### src/sv/lbm_isqrt.sv
// Pipelined integer square root, one result bit per stage (floor sqrt).
// Depends on nothing.
module lbm_isqrt #(
  parameter int IW = 64
) (
  input  logic            clk,
  input  logic            en,
  input  logic [IW-1:0]   x,
  output logic [IW/2-1:0] root
);

  localparam int H = IW / 2;

  logic [IW-1:0] x_r    [H];
  logic [H:0]    rem_r  [H];
  logic [H-1:0]  root_r [H];

  generate
    for (genvar k = 0; k < H; k++) begin : g_step
      logic [IW-1:0] x_in;
      logic [H:0]    rem_in;
      logic [H-1:0]  root_in;
      logic [H+2:0]  acc;
      logic [H+2:0]  trial;
      logic [H+2:0]  diff;
      logic          take;

      if (k == 0) begin : g_first
        assign x_in    = x;
        assign rem_in  = '0;
        assign root_in = '0;
      end else begin : g_next
        assign x_in    = x_r[k-1];
        assign rem_in  = rem_r[k-1];
        assign root_in = root_r[k-1];
      end

      assign acc   = {rem_in, x_in[IW-1 -: 2]};
      assign trial = {1'b0, root_in, 2'b01};
      assign diff  = acc - trial;
      assign take  = acc >= trial;

      always_ff @(posedge clk) begin
        if (en) begin
          x_r[k]    <= x_in << 2;
          rem_r[k]  <= take ? diff[H:0] : acc[H:0];
          root_r[k] <= {root_in[H-2:0], take};
        end
      end
    end
  endgenerate

  assign root = root_r[H-1];

endmodule

### config.mk
export PLATFORM = sky130hd
export DESIGN_NAME = lbm_isqrt
export DESIGN_NICKNAME = d
export VERILOG_FILES = /design/src/sv/lbm_isqrt.sv
export SDC_FILE = /design/constraint.sdc
export NUM_CORES = 2
export LEC_CHECK = 0
export BUFFER_PORTS_ARGS = -buffer_cell sky130_fd_sc_hd__clkbuf_2
export CORE_ASPECT_RATIO = 0.75
export CORE_MARGIN = 1
export CORE_UTILIZATION = 40
export CTS_CLUSTER_DIAMETER = 40
export CTS_CLUSTER_SIZE = 10
export DETAILED_ROUTE_END_ITERATION = 8
export MAX_ROUTING_LAYER = met4
export PLACE_DENSITY_LB_ADDON = 0.25
export SLEW_MARGIN = 20
export SYNTH_ARGS = -nofsm -noshare
export SYNTH_HDL_FRONTEND = slang
export SYNTH_MEMORY_MAX_BITS = 65536
export SYNTH_SLANG_ARGS = --single-unit
### constraint.sdc
create_clock -name clk -period 4.74 [get_ports clk]
set_input_delay 0.237 -clock clk [delete_from_list [all_inputs] [get_ports clk]]
set_output_delay 0.237 -clock clk [all_outputs]
set_load 0.03 [all_outputs]
==> flow_summary.toml <==
[yosys]
yosys-top-cells-count = "edfxtp_1, inv_1, nand2_1"
synth_top_area_share_pct = 64.8
synth.most_common_cell = "edfxtp_1"
ys_ff_latch = 2495
synth.area.top_cells = "edfxtp_1, ha_1, xor2_1, xnor2_1, o21ai_0"
yosysTopAreaCell = "edfxtp_1"
ys_seq_area_share_pct = 64.8
synth.distinct_cells = 87
async_flop_share_pct = 0
synth_edf_count = 2495
yosysWarnings = 0
synth_fp_nets = 9557
syn_area_per_cell_um2 = 13.0
ys.flop_type = "edfxtp_1"
synth_cells = 8930
netlist_area_um2 = 116000

[clocking]
clock_latency_ns = 0.89
cts-htree-levels = 5
postCtsSetupBuffers = 0
cts-root-buf = "clkbuf_16"
clkTransAtPathRegs_ns = 0.05
cts_tree = "yes"
hold_buffers = 78
cts_inserted_buffers = 378
ctsResizeCount = 0
cts_buffer_depth = 4
clock-sinks = 2495

[drt]
vias = 70391
drtIter0Drc = 6206
drt_wl_total_um = 247000
vias_per_cell = 5.24
first_pass_iters = 6
wl_per_cell_um = 18.4
drc = 0
antenna_left = 0

[timing]
max_freq_mhz = 235
slew_violations = 0
fin_ws_ns = 0.477
fin_skew_ns = 0.0728
worst_slew_pin_slew_ns = 1.08
period_share_pct = 89.9
max-slew-margin-rel_pct = 27.0
setup_viol = 0
hold_viol = 0
fin_tns_setup_ns = 0
finalCriticalPeriod_ns = 4.26
rsz0062_at_grt = "false"

[die]
core_um2 = 287000
io_pins = 98
die_area_um2 = 291000
std_cell_rows = 170
die_h_um = 468
die-width_um = 623
initial_core_util_pct = 40.3

[placed_design]
pre_cts_ws_ns = 0.488
routabilityCongestion = 0.930
portBuffers = 97
place_hpwl_um = 175000

[outcome]
status = "finished, final reports clean"

[global_routing]
grt_pass1_wl_um = 386000
grt_pass1_vias = 67671
grt.overflow.total = 0
grt_max_degree = 174
grt_util_all_layers_pct = 17.1
antenna_found_initial = 11

[worst_setup_path]
cpMaxStageDelayCell = "nor4b_1"
critical_path.max_fanout = 25
regToRegSetupSlack_ns = 0.48
cp.arrival_ns = 4.83
start_kind = "flop"
path_cells = "ha_1 -> a21o_1 -> a21oi_1 -> nand2_1 -> nor4b_1 -> nor2_1 -> a41oi_1 -> o21ai_0 -> a41o_1 -> nor4b_2 -> inv_2 -> buf_12 -> mux2_2"
endpoint_kind = "flop"
reg2regPathDepth = 13
path_class = "reg -> reg"
max_stage_delay_ns = 0.53
reg2reg_to = "rem_r[1][270]$_DFFE_PP_"
required_ns = 5.31
reg2reg_from = "rem_r[1][237]$_DFFE_PP_"

[finish]
drive_gt1_share_pct = 9.29
nNetsFinal = 10034
area_growth_pct = 16.0
num-fill-cells = 25159

[worst_hold_path]
hold_path.startpoint = "x[60]"
hold_end = "x_r[0][60]$_DFFE_PP_"
hold_path_class = "in -> reg"
hold_path_depth = 2

[pwr]
leakagePower_nw = 51.1
power_density_nw_per_um2 = 519
irDropWorstVdd_uv = 294

[flow_run]
maxCapViolCount = 0
==> how the worst max path moves through the flow <==
stage	endpoint	start	depth (start not counted)	slack [ns]
floorplan	rem_r[1][283]$_DFFE_PP_	rem_r[1][241]$_DFFE_PP_	13	1.00
detailed placement	rem_r[1][267]$_DFFE_PP_	rem_r[1][237]$_DFFE_PP_	13	0.49
finish	rem_r[1][270]$_DFFE_PP_	rem_r[1][237]$_DFFE_PP_	13	0.48
CTS	rem_r[1][270]$_DFFE_PP_	rem_r[1][237]$_DFFE_PP_	13	0.49
global route	rem_r[1][270]$_DFFE_PP_	root_r[1][224]$_DFFE_PP_	14	0.15
global placement	rem_r[1][272]$_DFFE_PP_	rem_r[1][237]$_DFFE_PP_	13	0.50
==> area by class of cell <==
| cell class | instances | area [um^2] | area share, % |
|---|---|---|---|
| flip-flops and latches | 2495 | 74900 | 55.8 |
| multi-input cells | 5552 | 37600 | 28.0 |
| clock buffers | 425 | 9740 | 7.26 |
| clock inverters | 199 | 2240 | 1.67 |
| diodes | 4 | 10.0 | 0.00746 |
| repair buffers | 281 | 2390 | 1.78 |
| inverters | 699 | 2630 | 1.96 |
| well taps | 3784 | 4730 | 3.53 |
==> flip-flops by register name (all words and copies together) (netlist names) <==
| signal | cells |
|---|---|
| rem_r | 975 |
| root_r | 528 |
| x_r | 992 |
==> critical path, delay by kind of cell (launching register included) <==
kind                       cells  cell delay, ns
AOI/OAI and AO/OA              5            1.45
buffers and inverters          2            0.28
DFF                            1            0.39
muxes                          1            0.29
and+or+nand+nor                4            1.11
adders and majority gates      1            0.42
==> cell usage in the layout (no fill, tap or decap), types with 44 or more instances in the layout <==
cell and count:
edfxtp_1 2495, inv_1 697, nand2_1 694, o21ai_0 566
ha_1 561, nor2_1 493, a21oi_1 469, xor2_1 418
clkbuf_16 383, xnor2_1 382, a21o_1 225, nor3_1 221
nand3_1 117, nor4_1 106, nand2b_1 105, nand4_1 103
o21a_1 103, or3_1 98, clkbuf_2 96, nor2b_1 88
buf_4 81, dlygate4sd3_1 78, o31ai_1 67, mux2_2 65
o21bai_1 55, or4_1 47, a31oi_1 44
==> power breakdown <==
group          switching (mW)  internal [mW]  leakage (nW)
registers                1.87           28.0          24.0
logic                    7.84           5.41          21.3
clock network            9.85           16.7          5.76
==> layer usage <==
| metal | GRT usage (%) | part of all wire, % | vias to the layer above |
|---|---|---|---|
| met5 | - | 0 | - |
| met4 | 4.59 | 2.4 | 0 |
| met3 | 3.12 | 6.2 | 441 |
| met2 | 23.0 | 40 | 1753 |
| met1 | 26.1 | 51 | 34133 |
| li1 | - | - | 34064 |
==> cells by family after synthesis <==
family	share of synthesized area [%]
buffers and inverters	2.87
multiplexers	0.806
flip-flops	64.8
AND/OR/NAND/NOR	9.78
AO/OA/AOI/OAI	9.66
XOR/XNOR	6.06
other	0.00324
adder cells (fa/ha/maj)	6.07
==> metrics by stage <==
step	utilization, %	hold WS, ns	power, mW	std cells	area [um^2]
floorplan	-	0.336	38.9	8930	116000
detailed placement	42.3	0.405	43.3	12733	121000
global placement	42.3	0.400	43.1	12733	121000
global route	46.8	0.0332	73.1	13438	134000
finish	46.8	0.0823	69.7	13439	134000
CTS	46.8	0.0000924	70.4	13435	134000
No activity file was read; power rests on OpenSTA's default activity.
