===== config.mk =====
export PLATFORM = sky130hd
export DESIGN_NAME = lbm_div
export DESIGN_NICKNAME = d
export VERILOG_FILES = /design/src/sv/lbm_div.sv
export SDC_FILE = /design/constraint.sdc
export NUM_CORES = 2
export LEC_CHECK = 0
export ABC_AREA = 0
export BUFFER_PORTS_ARGS = -buffer_cell sky130_fd_sc_hd__buf_2
export CAP_MARGIN = 30
export CELL_PAD_IN_SITES_DETAIL_PLACEMENT = 1
export CELL_PAD_IN_SITES_GLOBAL_PLACEMENT = 1
export CORE_MARGIN = 2
export CORE_UTILIZATION = 47
export DETAILED_ROUTE_END_ITERATION = 12
export PLACE_DENSITY_LB_ADDON = 0.1
export SYNTH_ARGS = -nofsm -noshare
export SYNTH_HDL_FRONTEND = slang
export SYNTH_SLANG_ARGS = --single-unit

===== constraint.sdc =====
create_clock -name clk -period 3.45 [get_ports clk]
set_input_delay 0.345 -clock clk [delete_from_list [all_inputs] [get_ports clk]]
set_output_delay 0.345 -clock clk [all_outputs]
set_load 0.03 [all_outputs]

===== src/sv/lbm_div.sv =====
// Pipelined restoring divider: q = floor(num * 2^K / den) for num < 2*den.
// Depends on nothing.
module lbm_div #(
  parameter int DW = 64,
  parameter int K  = 16
) (
  input  logic          clk,
  input  logic          en,
  input  logic [DW-1:0] num,
  input  logic [DW-1:0] den,
  output logic [K:0]    quo
);

  logic [DW-1:0] rem_r [K+1];
  logic [DW-1:0] den_r [K+1];
  logic [K:0]    q_r   [K+1];

  generate
    for (genvar k = 0; k <= K; k++) begin : g_step
      logic [DW:0]   r2;
      logic [DW:0]   dext;
      logic [DW:0]   diff;
      logic [DW-1:0] dsel;
      logic [K:0]    qin;
      logic          ge;

      if (k == 0) begin : g_first
        assign r2   = {1'b0, num};
        assign dsel = den;
        assign qin  = '0;
      end else begin : g_next
        assign r2   = {rem_r[k-1], 1'b0};
        assign dsel = den_r[k-1];
        assign qin  = q_r[k-1];
      end

      assign dext = {1'b0, dsel};
      assign diff = r2 - dext;
      assign ge   = r2 >= dext;

      always_ff @(posedge clk) begin
        if (en) begin
          rem_r[k] <= ge ? diff[DW-1:0] : r2[DW-1:0];
          den_r[k] <= dsel;
          q_r[k]   <= {qin[K-1:0], ge};
        end
      end
    end
  endgenerate

  assign quo = q_r[K];

endmodule


==> key figures, run 1 <==
Logic synthesis
  • Main synth FF type: sky130_fd_sc_hd__edfxtp_1
  • Total nets after synthesis: 15,600
  • Post-synth EDFFs: 2,201
  • Sequential cell area fraction in the yosys report: 0.462
  • Post-synthesis instance total: 14,300
  • Ys async rst share: 0
  • Mean instance size in the synthesized netlist: 9.98 um2
  • Dominant cell by count in the synthesized netlist: sky130_fd_sc_hd__edfxtp_1
  • Cell taking the most area after synthesis: sky130_fd_sc_hd__edfxtp_1
  • Distinct cell type count of the synthesized netlist: 121
  • Biggest area contributors in the synthesized netlist: sky130_fd_sc_hd__edfxtp_1 (46%), sky130_fd_sc_hd__ha_1 (9.5%), sky130_fd_sc_hd__a21oi_1 (5.0%)
  • Synthesis-stage register bit count: 2,201
  • Synth Warn #: 0
  • Leading post-synthesis cells by instance count: sky130_fd_sc_hd__edfxtp_1 (2,201), sky130_fd_sc_hd__a21oi_1 (1,431), sky130_fd_sc_hd__inv_1 (1,388)
  • Yosys top cell area share: 0.462
  • Cell Area, Synth: 0.143 mm2

Die
  • I/O pin count: 147
  • Effective utilization at floorplan: 0.472
  • Die outline width: 556 um
  • Site Rows: 202
  • Floorplan die height: 556 um

Clock tree
  • Total CTS buffers: 269
  • Sink count of the clock tree: 2,201
  • Root buffer selected by CTS: sky130_fd_sc_hd__clkbuf_16
  • H-tree levels: 5
  • Clock Path Buffers: 4

Global routing
  • Number of global-route vias before repair: 178,000
  • Maximum number of pins on one net before global-route repair: 94
  • Total routing usage reported by global routing: 0.581
  • Global route total overflow: 122
  • First-pass GRT wire length: 1,310,000 um

Placed design
  • Half-perimeter wire length after placement: 439,000 um
  • Setup slack at placement: -1250 ps
  • DP Area: 0.180 mm2
  • # port buffers: 146
  • Weighted congestion at the end of routability-driven global placement: 1.07

Status
  • Outcome: aborted with a tool error
  • Error: [ERROR GRT-0116] Global routing finished with congestion. Check the congestion regions in the DRC Viewer.
  • Last stage reached: 5_1_grt
-- per-layer routing --
layer	overflow	GRT usage
met1	1	0.539
met2	42	0.815
met3	21	0.383
met4	57	0.571
met5	1	0.278
-- through the flow --
step / cells / TNS (ps)
2_1_floorplan: 14300 / 0
4_1_cts: 22900 / -505520
3_5_place_dp: 22200 / -781400
3_3_place_gp: 22200 / -598450
-- logic make-up after synthesis --
logic type / share of synthesized area
and+or+nand+nor: 0.114
buffers and inverters: 0.0546
muxes: 0.0254
xor gates and xnor gates: 0.0568
AOI/OAI and AO/OA: 0.189
DFF: 0.462
adders and majority gates: 0.0973
-- what timing repair did --
item,CTS
pin swaps,205
cloned,31
setup buffers,124
endpoints found under the setup margin,976
gates resized for setup,847
hold buffers,129
endpoints found under the hold margin,155
==> inputs of run 2 (changes only) <==
==> config.mk (replaced) <==
export PLATFORM = sky130hd
export DESIGN_NAME = lbm_div
export DESIGN_NICKNAME = d
export VERILOG_FILES = /design/src/sv/lbm_div.sv
export SDC_FILE = /design/constraint.sdc
export NUM_CORES = 2
export LEC_CHECK = 0
export ABC_AREA = 0
export BUFFER_PORTS_ARGS = -buffer_cell sky130_fd_sc_hd__buf_2
export CAP_MARGIN = 30
export CORE_MARGIN = 2
export CORE_UTILIZATION = 37
export DETAILED_ROUTE_END_ITERATION = 12
export PLACE_DENSITY_LB_ADDON = 0.15
export SYNTH_ARGS = -nofsm -noshare
export SYNTH_HDL_FRONTEND = slang
export SYNTH_SLANG_ARGS = --single-unit
==> constraint.sdc (replaced) <==
create_clock -name clk -period 4.49 [get_ports clk]
set_input_delay 0.449 -clock clk [delete_from_list [all_inputs] [get_ports clk]]
set_output_delay 0.449 -clock clk [all_outputs]
set_load 0.03 [all_outputs]
==> run 2 against run 1 <==
Compared with the run above: the run now ends clean; synthesized cell count is the same; synthesized area stayed put.
==> key figures, run 2 <==
Global routing
  • Maximum number of pins on one net before global-route repair: 153
  • Number of global-route vias before repair: 108,000
  • First-pass GRT wire length: 602,000 um
  • Initial antenna violation count: 5
  • Global route total overflow: 0
  • Total routing usage reported by global routing: 0.196

Finish
  • Fill cell count: 37,600
  • Area of all placed cells without fillers: 0.164 mm2
  • Nets@finish: 16,200
  • Most used cells in the layout excluding fill and tap cells: sky130_fd_sc_hd__edfxtp_1 (2,201), sky130_fd_sc_hd__a21oi_1 (1,429), sky130_fd_sc_hd__inv_1 (1,388)
  • Most common cell after layout, fill and taps aside: sky130_fd_sc_hd__edfxtp_1
  • Layout area overhead: 14.4%
  • Largest registers ranked by flip-flop count: den_r (1024), rem_r (1024), q_r (153)
  • Share of layout cells above drive strength 1: 0.108

Die
  • Floorplan die height: 626 um (was 556 um)
  • Site Rows: 228 (was 202)
  • Die outline width: 626 um (was 556 um)
  • Effective utilization at floorplan: 0.371 (was 0.472)
  • I/O pin count: 147 (unchanged)
  • Placeable core region: 0.385 mm2
  • Overall die area: 0.391 mm2

Worst setup path
  • Startpoint kind of the worst setup timing path: flip-flop
  • Kind of cell with the highest combined delay on the critical path: compound AO/OA/AOI/OAI gates
  • Max incr delay on CP: 620 ps
  • Endpoint arrival time on the critical path: 4990 ps
  • Required time worst endpoint: 5110 ps
  • List of cells traversed by the critical path: ha_1, nor2b_1, o31a_1, o221a_2, o211ai_1, nand2_1, buf_4, a221oi_2, buf_4, a21oi_1, nor2b_1, o21ai_1, a21oi_4, buf_12, buf_12, mux2_2
  • Worst Path Max Fanout: 16
  • Path type of the worst setup path: reg -> reg
  • Worst Path Buf+Inv: 4
  • CP max stage cell: sky130_fd_sc_hd__o211ai_1
  • Element type at the critical path end: flip-flop

Timing
  • Final Hold Vio Count: 0
  • Period Utilization, post-route: 0.972
  • Number of slew-limit violations in the final report: 0
  • Maximum clock skew at final layout: 48.5 ps
  • Fmax: 229 MHz
  • Worst-case headroom to the max-slew limit: 0.270
  • Hold slack: 285 ps
  • RSZ-0062 raised after global routing: no
  • Post-layout min period: 4370 ps
  • Final Setup Violations: 0
  • Actual transition at the worst max-transition pin: 1090 ps

Logic synthesis
  • Leading post-synthesis cells by instance count: sky130_fd_sc_hd__edfxtp_1 (2,201), sky130_fd_sc_hd__a21oi_1 (1,431), sky130_fd_sc_hd__inv_1 (1,388) (unchanged)
  • Cell Area, Synth: 0.143 mm2 (unchanged)
  • Yosys top cell area share: 0.462 (unchanged)
  • Cell taking the most area after synthesis: sky130_fd_sc_hd__edfxtp_1 (unchanged)
  • Mean instance size in the synthesized netlist: 9.98 um2 (unchanged)
  • Ys async rst share: 0 (unchanged)
  • Post-synth EDFFs: 2,201 (unchanged)
  • Biggest area contributors in the synthesized netlist: sky130_fd_sc_hd__edfxtp_1 (46%), sky130_fd_sc_hd__ha_1 (9.5%), sky130_fd_sc_hd__a21oi_1 (5.0%) (unchanged)
  • Sequential cell area fraction in the yosys report: 0.462 (unchanged)
  • Distinct cell type count of the synthesized netlist: 121 (unchanged)
  • Synthesis-stage register bit count: 2,201 (unchanged)
  • Main synth FF type: sky130_fd_sc_hd__edfxtp_1 (unchanged)
  • Synth Warn #: 0 (unchanged)
  • Dominant cell by count in the synthesized netlist: sky130_fd_sc_hd__edfxtp_1 (unchanged)
  • Total nets after synthesis: 15,600 (unchanged)
  • Post-synthesis instance total: 14,300 (unchanged)

Run
  • Number of max-capacitance violations reported: 0

Routing
  • Remaining design rule violation count: 0
  • Routed vias: 105,000
  • Number of nets still failing antenna checks after routing: 0
  • Detail-routed net length per standard cell: 19.4 um
  • Number of design-rule violations left by the first detailed-router iteration: 5,687
  • Vias/cell: 5.17
  • WL final: 393,000 um
  • Number of iterations in the first detailed-routing pass: 6

Power
  • IR drop worst, VDD: 0.000341 V
  • Leakage power: 68.3 nW
  • Pwr/cell area: 746 mW/mm2

Placed design
  • Half-perimeter wire length after placement: 317,000 um (was 439,000 um)
  • # port buffers: 146 (unchanged)
  • DP Area: 0.153 mm2 (was 0.180 mm2)
  • Weighted congestion at the end of routability-driven global placement: 0.923 (was 1.07)

Status
  • Outcome: finished clean (was aborted with a tool error)

Clock tree
  • H-tree levels: 5 (unchanged)
  • Total CTS buffers: 276 (was 269)
  • Sink count of the clock tree: 2,201 (unchanged)
  • TritonCTS clock tree: done
  • Clock Path Buffers: 4 (unchanged)
  • Clock edge transition at the registers on the reported setup and hold paths: 50 ps
  • Root buffer selected by CTS: sky130_fd_sc_hd__clkbuf_16 (unchanged)
  • Worst-Skew Late Latency: 890 ps

Min path
  • Type of the tightest min-delay check: in -> reg
## run 2: cell counts after synthesis
Identical to the previous run, type by type.
## run 2: final timing paths
kind              cells after the start            end     startpoint  slack, ps
setup / recovery                     16  rem_r[0][965]  rem_r[0][896]        120
hold / removal                        2   den_r[0][49]        den[49]        280
setup reg to reg                     16  rem_r[0][965]  rem_r[0][896]        120
hold reg to reg                       0    q_r[0][174]    q_r[0][156]        390
## run 2: layout make-up
class,instances,area [um2],share of cell area
Timing Repair Buffer,940,7790,0.0476
Tap cell,5060,6330,0.0387
Multi-Input combinational cell,10200,69300,0.424
Antenna cell,13,32.5,0.000199
Sequential cell,2201,66100,0.404
Clock buffer,339,7550,0.0461
Inverter,1390,5220,0.0319
Clock inverter,147,1250,0.00765
## run 2: routing by layer
layer / track usage / vias up / wire [um]
met3: 0.0172 / 964 / 9360
met2: 0.365 / 1902 / 200000
met4: 0.139 / 0 / 32400
met5: 0 / - / 0
li1: - / 53500 / -
met1: 0.207 / 48400 / 152000
## run 2: metrics by stage
step / setup WS (ps) / cells / util / setup TNS, ps / power (W)
after floorplan: 1050 / 14300 / - / 0 / 0.0799
after global placement: -337 / 19600 / 0.398 / -16440 / 0.100
after detailed placement: -346 / 19600 / 0.398 / -16340 / 0.100
after CTS: 84.3 / 20200 / 0.425 / 0 / 0.123
after global routing: 1.52 / 20200 / 0.425 / 0 / 0.131
final: 124 / 20200 / 0.425 / 0 / 0.122
## run 2: worst register-to-register path, stage by stage, from the launching register on
cell	delay (ps)
sky130_fd_sc_hd__edfxtp_1	400
sky130_fd_sc_hd__ha_1	320
sky130_fd_sc_hd__nor2b_1	140
sky130_fd_sc_hd__o31a_1	270
sky130_fd_sc_hd__o221a_2	300
sky130_fd_sc_hd__o211ai_1	620
sky130_fd_sc_hd__nand2_1	130
sky130_fd_sc_hd__buf_4	200
sky130_fd_sc_hd__a221oi_2	230
sky130_fd_sc_hd__buf_4	170
sky130_fd_sc_hd__a21oi_1	140
sky130_fd_sc_hd__nor2b_1	150
sky130_fd_sc_hd__o21ai_1	120
sky130_fd_sc_hd__a21oi_4	200
sky130_fd_sc_hd__buf_12	180
sky130_fd_sc_hd__buf_12	190
sky130_fd_sc_hd__mux2_2	340
## run 2: where the power goes
part	switching [W]	total [W]	internal, W
combinational	0.0373	0.0653	0.0280
clock	0.00865	0.0216	0.0130
sequential	0.00352	0.0351	0.0316
## run 2: logic make-up (layout without fill, tap and decap cells)
kind of cell	Yosys count	after routing	share of synthesized area
multiplexers	305	305	0.0254
flip-flops	2201	2201	0.462
adder cells (fa/ha/maj)	1103	1103	0.0973
AO/OA/AOI/OAI	4337	4338	0.189
AND/OR/NAND/NOR	3482	3482	0.114
XOR/XNOR	927	927	0.0568
other	0	13	0
buffers and inverters	1976	2816	0.0546
## run 2: what timing repair did
item | 4_1_cts | 5_1_grt
hold buffers | 129 | 0
hold endpoints to repair | 181 | 0
setup endpoints to repair | 65 | 16
gates cloned | 0 | 1
resized for setup | 2 | 4
buffers inserted | 0 | 2
pin swaps | 0 | 1
No activity file was read; power rests on OpenSTA's default activity.
